<file path="src/design/cmbe_pkg.sv">
// ----------------------------------------------------------------------------
// cmbe_pkg: shared types and constants of the clipped mask blit expander
// Field widths, register indexes and the control structs used between units.
// ----------------------------------------------------------------------------
package cmbe_pkg;

  localparam int unsigned MASK_BYTES_DEF = 4096;

  // field widths
  localparam int KIND_W   = 1;
  localparam int MADDR_W  = 12;
  localparam int BYTE_W   = 8;
  localparam int ORG_W    = 11;
  localparam int FRAME_W  = 8;
  localparam int ROW_W    = 6;
  localparam int BLK_W    = 3;
  localparam int COLOR_W  = 8;
  localparam int SCR_W    = 10;
  localparam int SPR_W    = 7;
  localparam int STRIDE_W = 5;
  localparam int POS_W    = ORG_W + 1;
  localparam int COL_W    = BLK_W + 3;
  localparam int BIT_CNT_W = 3;

  // (frame * height + row) * stride + block fits in 20 bits
  localparam int IDX_W     = 20;
  localparam int IDX_CNT_W = 5;

  localparam int CFG_IDX_W  = 2;
  localparam int CFG_DATA_W = SCR_W;

  localparam logic [SCR_W-1:0] SCR_W_RST = SCR_W'(320);
  localparam logic [SCR_W-1:0] SCR_H_RST = SCR_W'(240);
  localparam logic [SPR_W-1:0] SPR_W_RST = SPR_W'(16);
  localparam logic [SPR_W-1:0] SPR_H_RST = SPR_W'(16);

  typedef enum logic [CFG_IDX_W-1:0] {
    CFG_SCREEN_WIDTH  = 2'd0,
    CFG_SCREEN_HEIGHT = 2'd1,
    CFG_SPRITE_WIDTH  = 2'd2,
    CFG_SPRITE_HEIGHT = 2'd3
  } cfg_idx_t;

  localparam logic KIND_LOAD = 1'b0;
  localparam logic KIND_DRAW = 1'b1;

  // address sequencer control
  typedef struct packed {
    logic start;
    logic draw;
  } cmbe_ad_ctl_t;

  // pixel scan command
  typedef struct packed {
    logic               start;
    logic [BYTE_W-1:0]  bits;
    logic [COL_W-1:0]   col0;
    logic [POS_W-1:0]   x0;
    logic [SCR_W-1:0]   y;
    logic [COLOR_W-1:0] color;
  } cmbe_em_cmd_t;

  typedef struct packed {
    logic busy;
  } cmbe_em_stat_t;

endpackage

</file>
<file path="src/design/cmbe_addr_seq.sv">
// ----------------------------------------------------------------------------
// cmbe_addr_seq: serial mask address sequencer
// Draws: shift-add multiplies one multiplier bit per cycle. Both kinds then
// reduce the index modulo the store size one index bit per cycle (MSB first).
// ----------------------------------------------------------------------------
module cmbe_addr_seq
  import cmbe_pkg::*;
#(
  parameter int unsigned MASK_BYTES = MASK_BYTES_DEF
) (
  input  logic                 clk,
  input  logic                 rst_n,
  input  cmbe_ad_ctl_t         ctl,
  input  logic [FRAME_W-1:0]   frame_i,
  input  logic [ROW_W-1:0]     row_i,
  input  logic [BLK_W-1:0]     block_i,
  input  logic [MADDR_W-1:0]   maddr_i,
  input  logic [SPR_W-1:0]     sh_i,
  input  logic [STRIDE_W-1:0]  stride_i,
  output logic [$clog2(MASK_BYTES)-1:0] addr_o,
  output logic                 done_o
);

  localparam int AW = $clog2(MASK_BYTES);
  localparam logic [AW:0] MOD_K = (AW+1)'(MASK_BYTES);

  typedef enum logic [3:0] {
    A_IDLE = 4'b0001,
    A_MUL1 = 4'b0010,
    A_MUL2 = 4'b0100,
    A_MOD  = 4'b1000
  } aseq_state_t;

  aseq_state_t          st_r, st_nxt;
  logic [IDX_W-1:0]     acc_r, acc_nxt;
  logic [IDX_W-1:0]     mcand_r, mcand_nxt;
  logic [SPR_W-1:0]     mplier_r, mplier_nxt;
  logic [IDX_CNT_W-1:0] cnt_r, cnt_nxt;
  logic [AW-1:0]        rem_r, rem_nxt;
  logic                 done_r, done_nxt;
  logic [ROW_W-1:0]     row_r, row_nxt;
  logic [BLK_W-1:0]     block_r, block_nxt;

  logic [IDX_W-1:0]     acc_add;
  logic [AW:0]          rem_sh;

  assign acc_add = acc_r + (mplier_r[0] ? mcand_r : '0);
  assign rem_sh  = {rem_r, mcand_r[IDX_W-1]};

  always_comb begin
    st_nxt     = st_r;
    acc_nxt    = acc_r;
    mcand_nxt  = mcand_r;
    mplier_nxt = mplier_r;
    cnt_nxt    = cnt_r;
    rem_nxt    = rem_r;
    done_nxt   = 1'b0;
    row_nxt    = row_r;
    block_nxt  = block_r;
    case (st_r)
      A_IDLE: begin
        if (ctl.start) begin
          if (ctl.draw) begin
            acc_nxt    = '0;
            mcand_nxt  = IDX_W'(frame_i);
            mplier_nxt = sh_i;
            row_nxt    = row_i;
            block_nxt  = block_i;
            st_nxt     = A_MUL1;
          end else begin
            mcand_nxt = IDX_W'(maddr_i);
            rem_nxt   = '0;
            cnt_nxt   = IDX_CNT_W'(IDX_W - 1);
            st_nxt    = A_MOD;
          end
        end
      end
      A_MUL1, A_MUL2: begin
        if (mplier_r == '0) begin
          acc_nxt = '0;
          if (st_r == A_MUL1) begin
            mcand_nxt  = acc_r + IDX_W'(row_r);
            mplier_nxt = SPR_W'(stride_i);
            st_nxt     = A_MUL2;
          end else begin
            mcand_nxt = acc_r + IDX_W'(block_r);
            rem_nxt   = '0;
            cnt_nxt   = IDX_CNT_W'(IDX_W - 1);
            st_nxt    = A_MOD;
          end
        end else begin
          acc_nxt    = acc_add;
          mcand_nxt  = mcand_r << 1;
          mplier_nxt = mplier_r >> 1;
        end
      end
      A_MOD: begin
        // remainder stays below the store size, so one subtract suffices
        if (rem_sh >= MOD_K) begin
          rem_nxt = AW'(rem_sh - MOD_K);
        end else begin
          rem_nxt = rem_sh[AW-1:0];
        end
        mcand_nxt = mcand_r << 1;
        if (cnt_r == '0) begin
          done_nxt = 1'b1;
          st_nxt   = A_IDLE;
        end else begin
          cnt_nxt = cnt_r - 1'b1;
        end
      end
      default: st_nxt = A_IDLE;
    endcase
  end

  always_ff @(posedge clk) begin
    if (!rst_n) begin
      st_r   <= A_IDLE;
      done_r <= 1'b0;
      rem_r  <= '0;
    end else begin
      st_r   <= st_nxt;
      done_r <= done_nxt;
      rem_r  <= rem_nxt;
    end
  end

  always_ff @(posedge clk) begin
    acc_r    <= acc_nxt;
    mcand_r  <= mcand_nxt;
    mplier_r <= mplier_nxt;
    cnt_r    <= cnt_nxt;
    row_r    <= row_nxt;
    block_r  <= block_nxt;
  end

  assign addr_o = rem_r;
  assign done_o = done_r;

  a_rem_in_range: assert property (@(posedge clk) disable iff (!rst_n)
    ({1'b0, rem_r} < MOD_K))
    else $error("address remainder not below store size");

  a_done_idle: assert property (@(posedge clk) disable iff (!rst_n)
    done_r |-> (st_r == A_IDLE))
    else $error("address done while sequencer still running");

endmodule

</file>
<file path="config.mk">
export PLATFORM = sky130hd
export DESIGN_NAME = cmbe_addr_seq
export DESIGN_NICKNAME = d
export VERILOG_FILES = /design/src/design/cmbe_pkg.sv /design/src/design/cmbe_addr_seq.sv
export SDC_FILE = /design/constraint.sdc
export NUM_CORES = 1
export LEC_CHECK = 0
export BUFFER_PORTS_ARGS = -buffer_cell sky130_fd_sc_hd__buf_2
export CAP_MARGIN = 30
export CORE_UTILIZATION = 60
export CTS_BUF_LIST = sky130_fd_sc_hd__clkbuf_4 sky130_fd_sc_hd__clkbuf_8
export CTS_CLUSTER_SIZE = 8
export DETAILED_ROUTE_END_ITERATION = 12
export GPL_ROUTABILITY_DRIVEN = 0
export PLACE_DENSITY = 0.92
export SYNTH_ARGS = -nofsm -noshare
export SYNTH_HDL_FRONTEND = slang
export SYNTH_SLANG_ARGS = --single-unit
</file>
<file path="constraint.sdc">
create_clock -name clk -period 4.3 [get_ports clk]
set_clock_uncertainty 0.2 [all_clocks]
set_input_delay 0.645 -clock clk [delete_from_list [all_inputs] [get_ports clk]]
set_output_delay 0.645 -clock clk [all_outputs]
set_load 0.02 [all_outputs]
</file>
==> reports/metrics.cfg, run 1 <==
[yosys]
synth_fp_nets = 572
synth_compound_area_share_pct = 15.4
synth_top_family_by_area = simple AND/OR/NAND/NOR gates
synth_xor_area_share_pct = 5.37
ys_ff_latch = 78
muxShareOfSynthArea_pct = 3.61
syn_inst = 498
avgSynthCellArea_um2 = 9.82
netlist_area_um2 = 4890
synth.area.top_cells = edfxtp_1, dfxtp_1, ha_1
yosysTopAreaCell = edfxtp_1
synth-simple-area-share_pct = 20.8
async_reset_ff_share_pct = 0
yosys_warnings = 0
synth_ff_type = edfxtp_1
synth_edf_count = 61
synth_cell_types = 59
ys_seq_area_share_pct = 44.4
synth-adder-area-share_pct = 7.72
yosysTopAreaCellShare_pct = 37.4

[die]
core-area_um2 = 7810
num_rows = 32
start_util_pct = 62.7
dieArea_um2 = 8520
die-height_um = 92.3
ioPinCount = 58
die_w_um = 92.3

[clock_tree]
cts_root_buffer = clkbuf_8
hold_buffers = 0
cts_buffer_depth = 2
cts_tree = yes
cts_made_buffers = 9
clock-sinks = 78
htreeDepth = 3
clock_latency_ns = 0.37
clk_pin_slew_worst_paths_ns = 0.08
postCtsResizedCells = 0
post_cts_buffers = 0

[setup_path]
path_cells = nor4b_2 -> buf_4 -> mux2_2 -> ha_1 -> fa_1 -> a21o_1 -> a21oi_1 -> o21ai_1 -> nor2b_1 -> xnor2_1 -> o21ai_0
max_stage_delay_ns = 0.47
setup.worst_path.class = flop to flop
cp_slowest_cell = dfxtp_1
path_delay_family = compound AO/OA/AOI/OAI gates
cp_data_arrival_time_ns = 3.46
worstPathMaxFanout = 8
crit_required_ns = 4.19
start_kind = flop
cp_num_buf_inv = 1
cp-end-kind = flop

[detailed_routing]
postRouteAntennaNets = 0
first_pass_iters = 5
vias = 4177
route.detailed.drc = 0
wl_mm = 11.9
routed_via_density = 6.34
wl_per_cell_um = 18.1
drt_iter0_drc = 391

[min_path]
min_path_type = input pin to flop

[sta]
post-route-period-util_pct = 82.9
tns_ns = 0
finalHoldViolCount = 0
holdWs_ns = 0.256
fmax_ghz = 0.281
slew_violations = 0
max_slew_margin_pct = 36.0
setup_violations = 0
worst_slew_pin_slew_ns = 0.961
rsz0062_at_grt = no
setup_ws_ns = 0.736
min_period_ns = 3.56

[global_route]
antenna_found_initial = 0
grt_max_degree = 22
grt_util_met3_pct = 6.40
grt.total_usage_pct = 29.8
grt_first_pass_wirelength_mm = 19.4
grt_most_used_layer = met2
grt_util_met2_pct = 50.4
grt_pass1_vias = 4034
grt.overflow.total = 0
grtUsageMet1_pct = 36.2

[finish]
drive_gt1_share_pct = 16.7
post-route-util_pct = 70.3
n_antenna_cell = 0
syn_to_final_growth_pct = 12.2
final_cells = 659
final_area_um2 = 5490
layout_common_cells = edfxtp_1, buf_2, nand2_1
nets = 626
final_common_cell = edfxtp_1

[placed_design]
post-dp-hpwl_mm = 8.47
dp.cells = 643
port_buffers = 57
place_area_um2 = 5270
dp_slack_ns = 0.800

[run_status]
outcome = completed

[run]
cap_violations = 0

[power]
total_power_mw = 1.81
p_per_area_nw_per_um2 = 329
ir_drop_mv = 0.230
leakage_nw = 2.10

## cell type report
type,count,area [um2]
Sequential cell,78,2170
Fill cell,573,2320
Multi-Input combinational cell,389,2590
Tap cell,102,128
Inverter,12,45.0
Clock inverter,6,92.6
Clock buffer,10,131
Timing Repair Buffer,62,330
## sequential cells by signal, summed over array words and instances (netlist names)
register and flops:
acc_r 20, done_o 1, st_r 4, mcand_r 20, block_r 3, mplier_r 7
row_r 6, cnt_r 5, addr_o 12
## worst register-to-register path: cells and delay by family (launching register included)
family          cells  cell delay, ns
compound gates      4            0.82
buf+inv             1            0.20
fa+ha+maj           2            0.61
xor+xnor            1            0.12
flops               1            0.47
mux                 1            0.34
simple gates        2            0.53
## report_power, final
part	switching (mW)	total [mW]	internal, mW
Clock	0.300	0.638	0.338
Sequential	0.0332	0.894	0.861
Combinational	0.164	0.276	0.112
Total	0.497	1.81	1.31
## path summary, 6_finish.rpt
check / from / endpoint / slack, ns / cells past startpoint
max: st_r[1] / mcand_r[10] / 0.74 / 11
min: row_i[2] / row_r[2] / 0.26 / 1
max reg2reg: st_r[1] / mcand_r[10] / 0.74 / 11
min reg2reg: addr_o[11] / addr_o[11] / 0.33 / 2
## kinds of logic (layout without fill, tap and decap cells)
group           after synthesis  in the layout
compound gates              120            120
xor+xnor                     30             30
fa+ha+maj                    29             29
buf+inv                      31             90
flops                        78             78
mux                          17             17
simple gates                193            193
## synth_stat cells, types with 13 or more instances
library cell	instances
nand2_1	46
a21oi_1	28
xnor2_1	18
nor3_1	13
edfxtp_1	61
nor2b_1	17
ha_1	27
nor2_1	37
o21ai_0	34
dfxtp_1	17
a22oi_1	17
and2_1	27
## metal layers
metal  vias to the layer above  routed length, um
li1                       1945                  -
met1                      1953               4690
met2                       226               5860
met3                        53                927
met4                         0                462
met5                         -                  0
Note: power is estimated with default switching activity, not from simulation.
==> run 2: changes to the inputs <==
clock period = 3.61 ns   (was 4.3 ns; I/O delays follow)
==> run 2 against run 1 <==
Compared with the run above: setup slack got worse by 0.62 ns; critical path type unchanged; cell count increased by 0.76%; sequential power is 19% higher; die area unchanged; clock-buffer cell count did not move; register-to-register slack lost 0.62 ns; hold slack got worse by 0.11 ns; power grew 14%; non-clock buffer count increased by 5; via count up 1.6%.
==> reports/metrics.cfg, run 2 (synthesis gave the netlist of run 1 again) <==
[global_route]
grt_first_pass_wirelength_mm = 19.8
grt.total_usage_pct = 30.2
grt_max_degree = 21
grtUsageMet1_pct = 36.4
grt_pass1_vias = 4089
grt_util_met2_pct = 50.9
antenna_found_initial = 0
grt.overflow.total = 0
grt_most_used_layer = met2
grt_util_met3_pct = 5.17

[finish]
fillCellCount = 564
n_antenna_cell = 0
nets = 631
final_common_cell = edfxtp_1
drive_gt1_share_pct = 18.0
final_area_um2 = 5500
syn_to_final_growth_pct = 12.4
layout_common_cells = edfxtp_1, buf_2, nand2_1

[clock_tree]
cts_tree = yes
htreeDepth = 3
clock_latency_ns = 0.36
clock-sinks = 78
post_cts_buffers = 0
cts_made_buffers = 9
clk_pin_slew_worst_paths_ns = 0.09
cts_buffer_depth = 2
postCtsResizedCells = 0
cts_root_buffer = clkbuf_8
hold_buffers = 0

[power]
p_per_area_nw_per_um2 = 373
ir_drop_mv = 0.278
leakage_nw = 2.10

[die]
die_w_um = 92.3
ioPinCount = 58
dieArea_um2 = 8520
num_rows = 32
die-height_um = 92.3
start_util_pct = 62.7
core-area_um2 = 7810

[sta]
min_period_ns = 3.49
max_slew_margin_pct = 32.3
finalHoldViolCount = 0
rsz0062_at_grt = no
holdWs_ns = 0.148
worst_slew_pin_slew_ns = 1.01
tns_ns = 0
setup_violations = 0
post-route-period-util_pct = 96.7
fmax_ghz = 0.286
slew_violations = 0

[detailed_routing]
postRouteAntennaNets = 0
route.detailed.drc = 0
wl_mm = 12.4
wl_per_cell_um = 18.7
drt_iter0_drc = 379
first_pass_iters = 6
routed_via_density = 6.39
vias = 4244

[setup_path]
start_kind = flop
cp_data_arrival_time_ns = 3.36
worstPathMaxFanout = 9
crit_required_ns = 3.48
cp-end-kind = flop
setup.worst_path.class = flop to flop

[placed_design]
place_area_um2 = 5300
post-dp-hpwl_mm = 8.48
port_buffers = 57

[run_status]
outcome = completed

[min_path]
min_path_type = input pin to flop

[run]
cap_violations = 0

==> run 2: per-stage QoR <==
step | power, mW | instances | utilization, % | setup slack (ns)
after CTS | 2.04 | 664 | 70.3 | 0.0317
after global placement | 1.38 | 648 | 67.8 | 0.366
after floorplan | 1.30 | 498 | - | 0.286
after global routing | 2.12 | 664 | 70.4 | 0.0111
after detailed placement | 1.40 | 648 | 67.8 | 0.283
final | 2.05 | 664 | 70.4 | 0.118
==> run 2: final timing paths <==
check	start	end	slack [ns]	depth (start not counted)
max reg2reg	st_r[0]	mcand_r[16]	0.12	10
min	block_i[2]	block_r[2]	0.15	1
max	st_r[0]	mcand_r[16]	0.12	10
min reg2reg	addr_o[11]	addr_o[11]	0.36	2
==> run 2: area by class of cell <==
class,count,area (um2),share of cell area [%]
multi-input cells,389,2600,47.3
flip-flops and latches,78,2170,39.5
repair buffers,67,360,6.55
clock buffers,10,138,2.50
well taps,102,128,2.32
clock inverters,6,53.8,0.978
inverters,12,45.0,0.819
==> run 2: worst max-delay path: stages (launching register included) <==
cell and delay [ns]:
dfxtp_1 0.42, nor4b_2 0.35, mux2_2 0.39, ha_1 0.22
fa_1 0.43, a21o_1 0.23, a21oi_1 0.28, o21ai_2 0.18
nand2b_1 0.12, xor2_1 0.22, o21ai_0 0.15
==> run 2: metal layers <==
layer	wire length, um	vias to the layer above
li1	-	1952
met1	4770	1967
met2	6090	268
met3	959	57
met4	569	0
met5	0	-
==> run 2: power breakdown <==
part / internal (mW) / total (mW) / switching [mW]
Sequential: 1.03 / 1.06 / 0.0391
Clock: 0.281 / 0.655 / 0.374
Combinational: 0.134 / 0.333 / 0.200
Total: 1.44 / 2.05 / 0.613
