`src/design/cmbe_pkg.sv`:
```
// ----------------------------------------------------------------------------
// cmbe_pkg: shared types and constants of the clipped mask blit expander
// Field widths, register indexes and the control structs used between units.
// ----------------------------------------------------------------------------
package cmbe_pkg;

  localparam int unsigned MASK_BYTES_DEF = 4096;

  // field widths
  localparam int KIND_W   = 1;
  localparam int MADDR_W  = 12;
  localparam int BYTE_W   = 8;
  localparam int ORG_W    = 11;
  localparam int FRAME_W  = 8;
  localparam int ROW_W    = 6;
  localparam int BLK_W    = 3;
  localparam int COLOR_W  = 8;
  localparam int SCR_W    = 10;
  localparam int SPR_W    = 7;
  localparam int STRIDE_W = 5;
  localparam int POS_W    = ORG_W + 1;
  localparam int COL_W    = BLK_W + 3;
  localparam int BIT_CNT_W = 3;

  // (frame * height + row) * stride + block fits in 20 bits
  localparam int IDX_W     = 20;
  localparam int IDX_CNT_W = 5;

  localparam int CFG_IDX_W  = 2;
  localparam int CFG_DATA_W = SCR_W;

  localparam logic [SCR_W-1:0] SCR_W_RST = SCR_W'(320);
  localparam logic [SCR_W-1:0] SCR_H_RST = SCR_W'(240);
  localparam logic [SPR_W-1:0] SPR_W_RST = SPR_W'(16);
  localparam logic [SPR_W-1:0] SPR_H_RST = SPR_W'(16);

  typedef enum logic [CFG_IDX_W-1:0] {
    CFG_SCREEN_WIDTH  = 2'd0,
    CFG_SCREEN_HEIGHT = 2'd1,
    CFG_SPRITE_WIDTH  = 2'd2,
    CFG_SPRITE_HEIGHT = 2'd3
  } cfg_idx_t;

  localparam logic KIND_LOAD = 1'b0;
  localparam logic KIND_DRAW = 1'b1;

  // address sequencer control
  typedef struct packed {
    logic start;
    logic draw;
  } cmbe_ad_ctl_t;

  // pixel scan command
  typedef struct packed {
    logic               start;
    logic [BYTE_W-1:0]  bits;
    logic [COL_W-1:0]   col0;
    logic [POS_W-1:0]   x0;
    logic [SCR_W-1:0]   y;
    logic [COLOR_W-1:0] color;
  } cmbe_em_cmd_t;

  typedef struct packed {
    logic busy;
  } cmbe_em_stat_t;

endpackage

```
`src/design/cmbe_if.sv`:
```


interface cmbe_out_if
  import cmbe_pkg::*;
();
  logic               valid;
  logic               ready;
  logic [SCR_W-1:0]   pixel_x;
  logic [SCR_W-1:0]   pixel_y;
  logic [COLOR_W-1:0] pixel_color;
  logic               last;

  modport source (
    output valid, pixel_x, pixel_y, pixel_color, last,
    input  ready
  );
  modport sink (
    input  valid, pixel_x, pixel_y, pixel_color, last,
    output ready
  );
endinterface

```
`src/design/cmbe_pix_emit.sv`:
```
// ----------------------------------------------------------------------------
// cmbe_pix_emit: bit-serial pixel qualifier and emitter
// First pass shifts the mask byte through the clip tests one bit a cycle;
// second pass walks the qualified bits and sends one pixel beat per set bit.
// ----------------------------------------------------------------------------
module cmbe_pix_emit
  import cmbe_pkg::*;
(
  input  logic              clk,
  input  logic              rst_n,
  input  cmbe_em_cmd_t      cmd,
  input  logic [SPR_W-1:0]  sw_i,
  input  logic [SCR_W-1:0]  scr_w_i,
  output cmbe_em_stat_t     stat,
  cmbe_out_if.source        out_bus
);

  typedef enum logic [2:0] {
    P_IDLE = 3'b001,
    P_QUAL = 3'b010,
    P_EMIT = 3'b100
  } pemit_state_t;

  pemit_state_t           st_r, st_nxt;
  logic [BYTE_W-1:0]      bits_r, bits_nxt;
  logic [BYTE_W-1:0]      qual_r, qual_nxt;
  logic [POS_W-1:0]       x_r, x_nxt;
  logic [POS_W-1:0]       x0_r, x0_nxt;
  logic [SPR_W-1:0]       col_r, col_nxt;
  logic [BIT_CNT_W-1:0]   cnt_r, cnt_nxt;
  logic [SCR_W-1:0]       y_r, y_nxt;
  logic [COLOR_W-1:0]     color_r, color_nxt;

  logic                   out_valid_r, out_valid_nxt;
  logic [SCR_W-1:0]       out_x_r, out_x_nxt;
  logic [SCR_W-1:0]       out_y_r, out_y_nxt;
  logic [COLOR_W-1:0]     out_color_r, out_color_nxt;
  logic                   out_last_r, out_last_nxt;

  logic hit;
  logic out_free;

  // one bit: set, inside sprite width, on screen horizontally
  assign hit = bits_r[0] && (col_r < sw_i) && !x_r[POS_W-1]
               && (x_r[POS_W-2:0] < {1'b0, scr_w_i});
  assign out_free = !out_valid_r || out_bus.ready;

  always_comb begin
    st_nxt        = st_r;
    bits_nxt      = bits_r;
    qual_nxt      = qual_r;
    x_nxt         = x_r;
    x0_nxt        = x0_r;
    col_nxt       = col_r;
    cnt_nxt       = cnt_r;
    y_nxt         = y_r;
    color_nxt     = color_r;
    out_valid_nxt = out_valid_r && !out_bus.ready;
    out_x_nxt     = out_x_r;
    out_y_nxt     = out_y_r;
    out_color_nxt = out_color_r;
    out_last_nxt  = out_last_r;
    case (st_r)
      P_IDLE: begin
        if (cmd.start) begin
          bits_nxt  = cmd.bits;
          qual_nxt  = '0;
          x_nxt     = cmd.x0;
          x0_nxt    = cmd.x0;
          col_nxt   = SPR_W'(cmd.col0);
          cnt_nxt   = '0;
          y_nxt     = cmd.y;
          color_nxt = cmd.color;
          st_nxt    = P_QUAL;
        end
      end
      P_QUAL: begin
        qual_nxt = {hit, qual_r[BYTE_W-1:1]};
        bits_nxt = bits_r >> 1;
        col_nxt  = col_r + 1'b1;
        x_nxt    = x_r + 1'b1;
        cnt_nxt  = cnt_r + 1'b1;
        if (cnt_r == '1) begin
          x_nxt  = x0_r;
          st_nxt = P_EMIT;
        end
      end
      P_EMIT: begin
        if (qual_r == '0) begin
          st_nxt = P_IDLE;
        end else if (!qual_r[0]) begin
          qual_nxt = qual_r >> 1;
          x_nxt    = x_r + 1'b1;
        end else if (out_free) begin
          out_valid_nxt = 1'b1;
          out_x_nxt     = x_r[SCR_W-1:0];
          out_y_nxt     = y_r;
          out_color_nxt = color_r;
          out_last_nxt  = (qual_r[BYTE_W-1:1] == '0);
          qual_nxt      = qual_r >> 1;
          x_nxt         = x_r + 1'b1;
        end
      end
      default: st_nxt = P_IDLE;
    endcase
  end

  always_ff @(posedge clk) begin
    if (!rst_n) begin
      st_r        <= P_IDLE;
      out_valid_r <= 1'b0;
    end else begin
      st_r        <= st_nxt;
      out_valid_r <= out_valid_nxt;
    end
  end

  always_ff @(posedge clk) begin
    bits_r      <= bits_nxt;
    qual_r      <= qual_nxt;
    x_r         <= x_nxt;
    x0_r        <= x0_nxt;
    col_r       <= col_nxt;
    cnt_r       <= cnt_nxt;
    y_r         <= y_nxt;
    color_r     <= color_nxt;
    out_x_r     <= out_x_nxt;
    out_y_r     <= out_y_nxt;
    out_color_r <= out_color_nxt;
    out_last_r  <= out_last_nxt;
  end

  assign stat.busy           = (st_r != P_IDLE);
  assign out_bus.valid       = out_valid_r;
  assign out_bus.pixel_x     = out_x_r;
  assign out_bus.pixel_y     = out_y_r;
  assign out_bus.pixel_color = out_color_r;
  assign out_bus.last        = out_last_r;

  a_more_after_not_last: assert property (@(posedge clk) disable iff (!rst_n)
    (out_valid_r && !out_last_r) |-> (st_r == P_EMIT))
    else $error("non-last pixel pending with no pixels left to scan");

endmodule

```
`src/flat_wrapper.sv`:
```
// flat-port wrapper written by rule: the top's interface ports become plain ports
module cmbe_pix_emit_flat import cmbe_pkg::*;
  (clk, rst_n, cmd, sw_i, scr_w_i, stat, out_bus_valid, out_bus_pixel_x, out_bus_pixel_y, out_bus_pixel_color, out_bus_last, out_bus_ready);
  cmbe_out_if out_bus_i ();
  input  logic clk;
  input  logic rst_n;
  input  cmbe_em_cmd_t cmd;
  input  logic [SPR_W-1:0] sw_i;
  input  logic [SCR_W-1:0] scr_w_i;
  output cmbe_em_stat_t stat;
  output wire logic [$bits(out_bus_i.valid)-1:0] out_bus_valid;
  output wire logic [$bits(out_bus_i.pixel_x)-1:0] out_bus_pixel_x;
  output wire logic [$bits(out_bus_i.pixel_y)-1:0] out_bus_pixel_y;
  output wire logic [$bits(out_bus_i.pixel_color)-1:0] out_bus_pixel_color;
  output wire logic [$bits(out_bus_i.last)-1:0] out_bus_last;
  input wire logic [$bits(out_bus_i.ready)-1:0] out_bus_ready;
  assign out_bus_valid = out_bus_i.valid;
  assign out_bus_pixel_x = out_bus_i.pixel_x;
  assign out_bus_pixel_y = out_bus_i.pixel_y;
  assign out_bus_pixel_color = out_bus_i.pixel_color;
  assign out_bus_last = out_bus_i.last;
  assign out_bus_i.ready = out_bus_ready;
  cmbe_pix_emit u_core (.clk(clk), .rst_n(rst_n), .cmd(cmd), .sw_i(sw_i), .scr_w_i(scr_w_i), .stat(stat), .out_bus(out_bus_i));
endmodule
```
`config.mk`:
```
export PLATFORM = sky130hd
export DESIGN_NAME = cmbe_pix_emit_flat
export DESIGN_NICKNAME = d
export VERILOG_FILES = /design/src/design/cmbe_pkg.sv /design/src/design/cmbe_if.sv /design/src/design/cmbe_pix_emit.sv /design/src/flat_wrapper.sv
export SDC_FILE = /design/constraint.sdc
export NUM_CORES = 1
export LEC_CHECK = 0
export ABC_AREA = 1
export BUFFER_PORTS_ARGS = -buffer_cell sky130_fd_sc_hd__clkbuf_2
export CAP_MARGIN = 20
export CELL_PAD_IN_SITES_DETAIL_PLACEMENT = 2
export CELL_PAD_IN_SITES_GLOBAL_PLACEMENT = 2
export CORE_UTILIZATION = 35
export CTS_BUF_LIST = sky130_fd_sc_hd__clkbuf_16
export CTS_CLUSTER_SIZE = 12
export DETAILED_ROUTE_END_ITERATION = 8
export PLACE_DENSITY = 0.9
export REMOVE_ABC_BUFFERS = 1
export SLEW_MARGIN = 25
export SYNTH_ARGS = -nofsm -noshare
export SYNTH_HDL_FRONTEND = slang
export SYNTH_SLANG_ARGS = --single-unit
```
`constraint.sdc`:
```
create_clock -name clk -period 4.5 [get_ports clk]
set_input_delay 1.35 -clock clk [delete_from_list [all_inputs] [get_ports clk]]
set_output_delay 1.35 -clock clk [all_outputs]
set_load 0.005 [all_outputs]
```
==> results.toml, run 1 <==
[worst_hold_path]
hold_class = "register to register"
hold_depth = 0

[finish]
antenna_cells = 0
final_cell_mix = "nand2_1, edfxtp_1, clkbuf_2"
final_core_util_pct = 44.7
mostFrequentLayoutCell = "nand2_1"
layout.nets = 595
nFillCells = 1317
area.growth.synth_to_final_pct = 22.3
drive_gt1_share_pct = 23.4

[setup_path]
cp.arrival_ps = 2790
crit_path_top_delay_cell = "nor3_2"
path_buf_inv = 2
critPathCaptureType = "register"
cp.depth = 4
cp_top_family = "simple AND/OR/NAND/NOR gates"
cpPeakStageDelay_ps = 840
crit_chain = "clkbuf_2, nor2_1, nor3_2, buf_4"
critical_path_class = "primary input to register"
cp.required_ps = 4540
cp-start-kind = "primary input"
reg2regPathDepth = 5
cp_max_fo = 19

[yosys]
async_reset_ff_share_pct = 0
ys.warnings.count = 0
synth-seq-cells = 101
ys.flop_type = "edfxtp_1"
netlist_top_cells_area = "edfxtp_1, nand2_1, ha_1"
synth_top_area_share_pct = 65.0
synth_area_mm2 = 0.00448
synth.distinct_cells = 28
synth_edf_count = 97
ys_seq_area_share_pct = 66.8
syn_area_per_cell_um2 = 11.0
yosys.area.top_type = "edfxtp_1"
synthCells = 409

[power_and_ir_drop]
p_leak_uw = 0.00245
power.total_uw = 2280
p_per_area_mw_per_mm2 = 417
peakVddDrop_mv = 0.248

[cts]
cts_tree = "built"
cts_resized = 0
clk_latency_ps = 360
ctsHoldBuffers = 0
htree_levels = 3
clock-sinks = 101
cts_buffer_depth = 2
cts-buffers-inserted = 9
clk_pin_slew_ps = 70
cts_setup_buffers = 0
root_buffer = "clkbuf_16"

[sta]
hold_violations = 0
setup_viol = 0
rsz0062_at_grt = "no"
tightest_slew_ps = 1050
tns_ps = 0
finClkSkew_ps = 9.10
slew_violations = 0
clock.fmax_ghz = 0.363
period_share_pct = 61.2
period_minus_slack_ps = 2750
slew-limit-headroom_pct = 29.4

[placement]
io_buffers = 95
dpl.hpwl_um = 9890
place.gp.congestion = 0.763

[route]
drcViolationCount = 0
via_per_inst = 4.85
ant_nets = 0
wl_um = 13200
drt-pass1-iter-count = 6
post_drt_wl_per_cell_um = 19.3
vias = 3318
drt_iter0_drc = 160

[global_routing]
grt_max_degree = 31
gr-total-overflow = 0
antenna_found_initial = 0
grtUsageTotal_pct = 21.6
grt_pass1_wl_um = 20400
grt_pass1_vias = 3710

[die]
die_x_um = 115
initial_core_util_pct = 36.5
coreArea_mm2 = 0.0123
placementRows = 40
io_pins = 96
die_h_um = 115
die-area_mm2 = 0.0133

[run]
cap_viol_max_count = 0

[status]
status = "finished clean"
[routing by layer]
metal	up-vias	global-route usage [%]	routed length (µm)
met5	-	0	0
met4	0	10.1	329
met3	22	3.43	258
met2	56	40.2	7270
met1	1671	24.0	5310
li1	1569	-	-
[worst reg2reg max path, stage by stage (launching register included)]
cell	delay [ps]
dfxtp_1	380
inv_1	110
nor3_2	290
inv_1	150
nor3_2	810
buf_4	430
[sequential cells by signal, indices dropped and copies added, names as in the netlist, 3 cells and up]
register / count
u_core.x0_r: 12
u_core.st_r: 3
u_core.cnt_r: 3
u_core.bits_r: 8
u_core.out_bus.pixel_x: 10
u_core.color_r: 8
u_core.x_r: 12
u_core.col_r: 7
u_core.y_r: 10
u_core.qual_r: 8
u_core.out_bus.pixel_y: 10
u_core.out_bus.pixel_color: 8
[cells in the mapped netlist (all sizes together), types with 2 or more instances]
library cell and instances:
a21oi 11, nand2 123, buf 3, nor2 28, dfxtp 4, xnor2 2
xor2 2, nand3 29, o21ai 6, inv 63, ha 19, edfxtp 97
clkbuf 3, nor3 3, nand3b 2, nand4 7
[cells by family after synthesis]
kind of cell / count (synthesis) / share of synthesized area, %
fa+ha+maj: 19 / 5.31
flops: 101 / 66.8
xor+xnor: 4 / 0.782
buf+inv: 69 / 5.98
compound gates: 21 / 2.60
simple gates: 195 / 18.5
[power breakdown]
group	switching [µW]	internal (µW)
clock	367	492
sequential	56.4	1120
combinational	163	83.3
[through the flow]
step	setup WS [ps]	hold slack [ps]	cell area (µm²)	cells
final	1750	427	5480	684
after global routing	1680	434	5480	684
after CTS	1740	428	5480	684
after detailed placement	1360	411	5150	668
after global placement	1510	401	5150	668
after floorplan	599	400	4450	403
[layout make-up]
type | instances | area, µm² | share of cell area (%)
timing repair buffer | 97 | 490 | 8.96
clock buffer | 9 | 225 | 4.11
sequential | 101 | 2990 | 54.6
clock inverter | 7 | 97.6 | 1.78
tap | 168 | 210 | 3.84
multi-input combinational | 239 | 1220 | 22.3
inverter | 63 | 236 | 4.32
[final timing paths]
path / from / endpoint / slack [ps]
min: u_core.y_r[6]$_DFFE_PP_ / u_core.out_bus.pixel_y[6]$_DFFE_PP_ / 430
max reg2reg: u_core.st_r[2]$_SDFFE_PN0P_ / u_core.out_bus.pixel_color[6]$_DFFE_PP_ / 1990
max: out_bus_ready / u_core.out_bus.pixel_color[6]$_DFFE_PP_ / 1750
min reg2reg: u_core.y_r[6]$_DFFE_PP_ / u_core.out_bus.pixel_y[6]$_DFFE_PP_ / 430
Power figures use the tool's default switching activity.
==> inputs of run 2 (changes only) <==
--- a/config.mk
+++ b/config.mk
@@ -10,11 +10,11 @@
 export CAP_MARGIN = 20
 export CELL_PAD_IN_SITES_DETAIL_PLACEMENT = 2
 export CELL_PAD_IN_SITES_GLOBAL_PLACEMENT = 2
-export CORE_UTILIZATION = 35
+export CORE_UTILIZATION = 31
 export CTS_BUF_LIST = sky130_fd_sc_hd__clkbuf_16
 export CTS_CLUSTER_SIZE = 12
 export DETAILED_ROUTE_END_ITERATION = 8
-export PLACE_DENSITY = 0.9
+export PLACE_DENSITY = 0.85
 export REMOVE_ABC_BUFFERS = 1
 export SLEW_MARGIN = 25
 export SYNTH_ARGS = -nofsm -noshare
==> constraint.sdc (replaced) <==
create_clock -name clk -period 2.5 [get_ports clk]
set_input_delay 0.75 -clock clk [delete_from_list [all_inputs] [get_ports clk]]
set_output_delay 0.75 -clock clk [all_outputs]
set_load 0.005 [all_outputs]
==> run 2 against run 1 <==
Net effect:
- core utilization is 5.2 points lower
- largest cell class unchanged
- global-route usage is 4.0 points lower
- first-iteration DRC count is 34% lower
- largest power group unchanged
- flip-flop and latch count stayed put
==> results.toml, run 2 (same netlist as run 1, synthesis figures left out) <==
[status]
status = "finished clean"

[cts]
clk_latency_ps = 350
clock-sinks = 101
ctsHoldBuffers = 0
cts_buffer_depth = 2
htree_levels = 3
cts_tree = "built"
cts_resized = 0
clk_pin_slew_ps = 70
cts_setup_buffers = 0
root_buffer = "clkbuf_16"
cts-buffers-inserted = 9

[finish]
final_core_util_pct = 39.4
top_regs = "u_core.x0_r (12), u_core.x_r (12)"
mostFrequentLayoutCell = "nand2_1"
drive_gt1_share_pct = 24.4
final_cell_mix = "nand2_1, edfxtp_1, clkbuf_2"
layout.nets = 600
final_cells = 702
area.growth.synth_to_final_pct = 23.2

[route]
via_per_inst = 4.70
drt-pass1-iter-count = 4
vias = 3297
post_drt_wl_per_cell_um = 17.6
wl_um = 12400
drcViolationCount = 0
drt_iter0_drc = 106
ant_nets = 0

[placement]
io_buffers = 95
dpl.hpwl_um = 9100
dp_cells = 685
place.gp.congestion = 0.762
dpl_worst_slack_ps = 398

[setup_path]
crit_path_top_delay_cell = "dfxtp_1"
cp-start-kind = "register"
crit_chain = "inv_1, nand3_1, clkbuf_2"
cp_top_family = "flip-flops"
cpPeakStageDelay_ps = 400
cp.arrival_ps = 1150
path_buf_inv = 2
critical_path_class = "register to primary output"
cp_max_fo = 3
critPathCaptureType = "primary output"
cp.required_ps = 1750

[global_routing]
gr-total-overflow = 0
grt_pass1_wl_um = 19600
grt_pass1_vias = 3760
grtUsageTotal_pct = 17.6
antenna_found_initial = 0
grt_max_degree = 31

[worst_hold_path]
hold_class = "register to register"

[die]
coreArea_mm2 = 0.0140
placementRows = 43
initial_core_util_pct = 32.0
die_x_um = 122
io_pins = 96
die_h_um = 122
die-area_mm2 = 0.0149

[sta]
rsz0062_at_grt = "no"
setup_viol = 0
hold_violations = 0
tightest_slew_ps = 511
clock.fmax_ghz = 0.527
period_share_pct = 75.9
period_minus_slack_ps = 1900
slew_violations = 0
hold-worst-slack_ps = 426
slew-limit-headroom_pct = 65.8
finClkSkew_ps = 6.20
tns_ps = 0
fin_ws_ps = 603

[run]
cap_viol_max_count = 0

[power_and_ir_drop]
p_per_area_mw_per_mm2 = 725
peakVddDrop_mv = 0.353
p_leak_uw = 0.00247
==> run 2: layer usage <==
layer	routed length (µm)	share of wire [%]	GRT usage (%)	up-vias
met1	5020	41	20.5	1648
met5	0	0	0	-
li1	-	-	-	1576
met2	6760	55	32.4	60
met4	195	1.6	5.64	0
met3	381	3.1	2.95	13
==> run 2: through the flow <==
stage / total power, µW / cell area, µm²
6_report: 4000 / 5520
5_1_grt: 4170 / 5520
4_1_cts: 4040 / 5520
3_5_place_dp: 2580 / 5210
3_3_place_gp: 2530 / 5210
2_1_floorplan: 2370 / 4450
==> run 2: final timing paths <==
| check | start | end | slack [ps] | cells past startpoint |
|---|---|---|---|---|
| setup / recovery | u_core.st_r[2]$_SDFFE_PN0P_ | stat | 600 | 3 |
| hold / removal | u_core.y_r[8]$_DFFE_PP_ | u_core.out_bus.pixel_y[8]$_DFFE_PP_ | 430 | 0 |
| setup reg to reg | u_core.cnt_r[0]$_SDFFCE_PN0P_ | u_core.x_r[7]$_DFFE_PP_ | 610 | 7 |
| hold reg to reg | u_core.y_r[8]$_DFFE_PP_ | u_core.out_bus.pixel_y[8]$_DFFE_PP_ | 430 | 0 |
==> run 2: area by class of cell <==
| class | instances | area, µm² |
|---|---|---|
| antenna | 1 | 2.50 |
| clock buffer | 9 | 225 |
| clock inverter | 7 | 83.8 |
| fill | 1544 | 8470 |
| inverter | 63 | 236 |
| multi-input combinational | 239 | 1220 |
| sequential | 101 | 2990 |
| tap | 180 | 225 |
| timing repair buffer | 102 | 528 |
==> run 2: where the power goes <==
part	internal, µW	leakage [µW]	switching [µW]
Combinational	155	0.00137	279
Sequential	2020	0.000950	90.1
Clock	793	0.000148	663
==> inputs of run 3 (changes only) <==
--- a/config.mk
+++ b/config.mk
@@ -10,11 +10,11 @@
 export CAP_MARGIN = 20
 export CELL_PAD_IN_SITES_DETAIL_PLACEMENT = 2
 export CELL_PAD_IN_SITES_GLOBAL_PLACEMENT = 2
-export CORE_UTILIZATION = 31
+export CORE_UTILIZATION = 35
 export CTS_BUF_LIST = sky130_fd_sc_hd__clkbuf_16
 export CTS_CLUSTER_SIZE = 12
 export DETAILED_ROUTE_END_ITERATION = 8
-export PLACE_DENSITY = 0.85
+export PLACE_DENSITY = 0.9
 export REMOVE_ABC_BUFFERS = 1
 export SLEW_MARGIN = 25
 export SYNTH_ARGS = -nofsm -noshare
==> constraint.sdc (replaced) <==
create_clock -name clk -period 1.9 [get_ports clk]
set_input_delay 0.57 -clock clk [delete_from_list [all_inputs] [get_ports clk]]
set_output_delay 0.57 -clock clk [all_outputs]
set_load 0.005 [all_outputs]
==> run 3 against run 2 <==
Net effect:
- largest cell class unchanged
- clock skew increased by 1.5 ps
- critical path depth increased by 2
- combinational power increased by 49%
- core utilization increased by 6.0 points
- critical path type is now register to register
- critical endpoint is now u_core.out_bus.pixel_y[4]$_DFFE_PP_
- highest routed layer unchanged
- cell area increased by 1.0%
==> results.toml, run 3 (same netlist as run 1, synthesis figures left out) <==
[status]
status = "finished clean"

[sta]
finClkSkew_ps = 7.67
slew_violations = 0
tightest_slew_ps = 465
hold-worst-slack_ps = 388
setup_viol = 0
slew-limit-headroom_pct = 68.9
hold_violations = 0
rsz0062_at_grt = "no"
clock.fmax_ghz = 0.565
period_share_pct = 93.2
period_minus_slack_ps = 1770
tns_ps = 0
fin_ws_ps = 129

[cts]
cts_buffer_depth = 2
htree_levels = 3
root_buffer = "clkbuf_16"
cts_setup_buffers = 0
clock-sinks = 101
clk_latency_ps = 350
cts_tree = "built"
cts-buffers-inserted = 9
ctsHoldBuffers = 0
cts_resized = 0
clk_pin_slew_ps = 80

[die]
die_h_um = 115
die_x_um = 115
coreArea_mm2 = 0.0123
initial_core_util_pct = 36.5
placementRows = 40
io_pins = 96
die-area_mm2 = 0.0133

[setup_path]
cpPeakStageDelay_ps = 380
crit_chain = "inv_1, nor3_4, inv_1, nor3_2, buf_4"
cp_max_fo = 19
crit_top_cell = "inv_1"
cp_top_family = "buffers and inverters"
cp-start-kind = "register"
cp.required_ps = 1930
path_buf_inv = 3
crit_path_top_delay_cell = "dfxtp_1"
critical_path_class = "register to register"
cp.arrival_ps = 1800
critPathCaptureType = "register"

[global_routing]
antenna_found_initial = 0
use_met1_pct = 26.6
grt_use_met2_pct = 40.2
grt_pass1_vias = 3883
gr-total-overflow = 0
grt_pass1_wl_um = 21500
busiest_layer = "met2"
grt_max_degree = 31
use_met3_pct = 4.74
grtUsageTotal_pct = 22.6

[power_and_ir_drop]
p_leak_uw = 0.00251
comb_power_share_pct = 12.3
power_switching_uw = 1450
swShare_pct = 27.5
peakVddDrop_mv = 0.540
p_int_uw = 3800
p_per_area_mw_per_mm2 = 942
p_clk_share_pct = 34.7
sequentialPowerShare_pct = 53.0

[finish]
area.growth.synth_to_final_pct = 24.4
final_cells = 696
drive_gt1_share_pct = 25.4
layout.nets = 607
antenna_cells = 0
final_cell_mix = "nand2_1, edfxtp_1, clkbuf_2"
top_regs = "u_core.x0_r (12), u_core.x_r (12)"
mostFrequentLayoutCell = "nand2_1"

[route]
drcViolationCount = 0
post_drt_wl_per_cell_um = 20.0
wl_um = 13900
via_per_inst = 4.91
vias = 3415
ant_nets = 0
drt_iter0_drc = 150
drt-pass1-iter-count = 4

[worst_hold_path]
hold_class = "primary input to register"

[placement]
dpl_worst_slack_ps = 26.1
io_buffers = 95
dp_cells = 680
dpl.hpwl_um = 9940
place.gp.congestion = 0.788

[run]
cap_viol_max_count = 0
## run 3: cell count changes in the layout (fill, tap and decap cells not counted), sizes merged
| cell | before | now |
|---|---|---|
| diode | 1 | 0 |
| buf | 7 | 14 |
| inv | 65 | 66 |
| clkinv | 3 | 4 |
| clkinvlp | 1 | 0 |
| bufinv | 1 | 0 |
## run 3: metrics by stage
| stage | area (µm²) | power, µW | utilization, % |
|---|---|---|---|
| 4_1_cts | 5560 | 5300 | 45.4 |
| 2_1_floorplan | 4450 | 3120 | - |
| 3_3_place_gp | 5280 | 3370 | 43.1 |
| 6_report | 5570 | 5250 | 45.4 |
| 3_5_place_dp | 5280 | 3460 | 43.1 |
| 5_1_grt | 5570 | 5460 | 45.4 |
## run 3: final timing paths
kind,from,to,slack [ps],cells after the start
max,u_core.st_r[2]$_SDFFE_PN0P_,u_core.out_bus.pixel_y[4]$_DFFE_PP_,130,5
min,cmd[6],u_core.color_r[6]$_DFFE_PP_,390,1
max reg2reg,u_core.st_r[2]$_SDFFE_PN0P_,u_core.out_bus.pixel_y[4]$_DFFE_PP_,130,5
min reg2reg,u_core.y_r[9]$_DFFE_PP_,u_core.out_bus.pixel_y[9]$_DFFE_PP_,420,0
## run 3: power by group through the flow
stage | registers [µW] | clock network [µW] | logic (µW)
final | 2780 | 1820 | 648
after global routing | 2800 | 1940 | 726
after CTS | 2780 | 1860 | 656
after detailed placement | 2820 | 0 | 633
after global placement | 2800 | 0 | 569
after floorplan | 2770 | 0 | 342
## run 3: cell type report
cell class	instances	area, µm²
Fill cell	1298	6690
Clock inverter	7	56.3
Sequential cell	101	2990
Inverter	63	236
Multi-Input combinational cell	239	1230
Tap cell	168	210
Timing Repair Buffer	109	622
Clock buffer	9	225
## run 3: layer usage
layer / wire, µm / vias to the layer above
met3: 488 / 27
met4: 397 / 0
met1: 5620 / 1721
met5: 0 / -
li1: - / 1586
met2: 7420 / 81
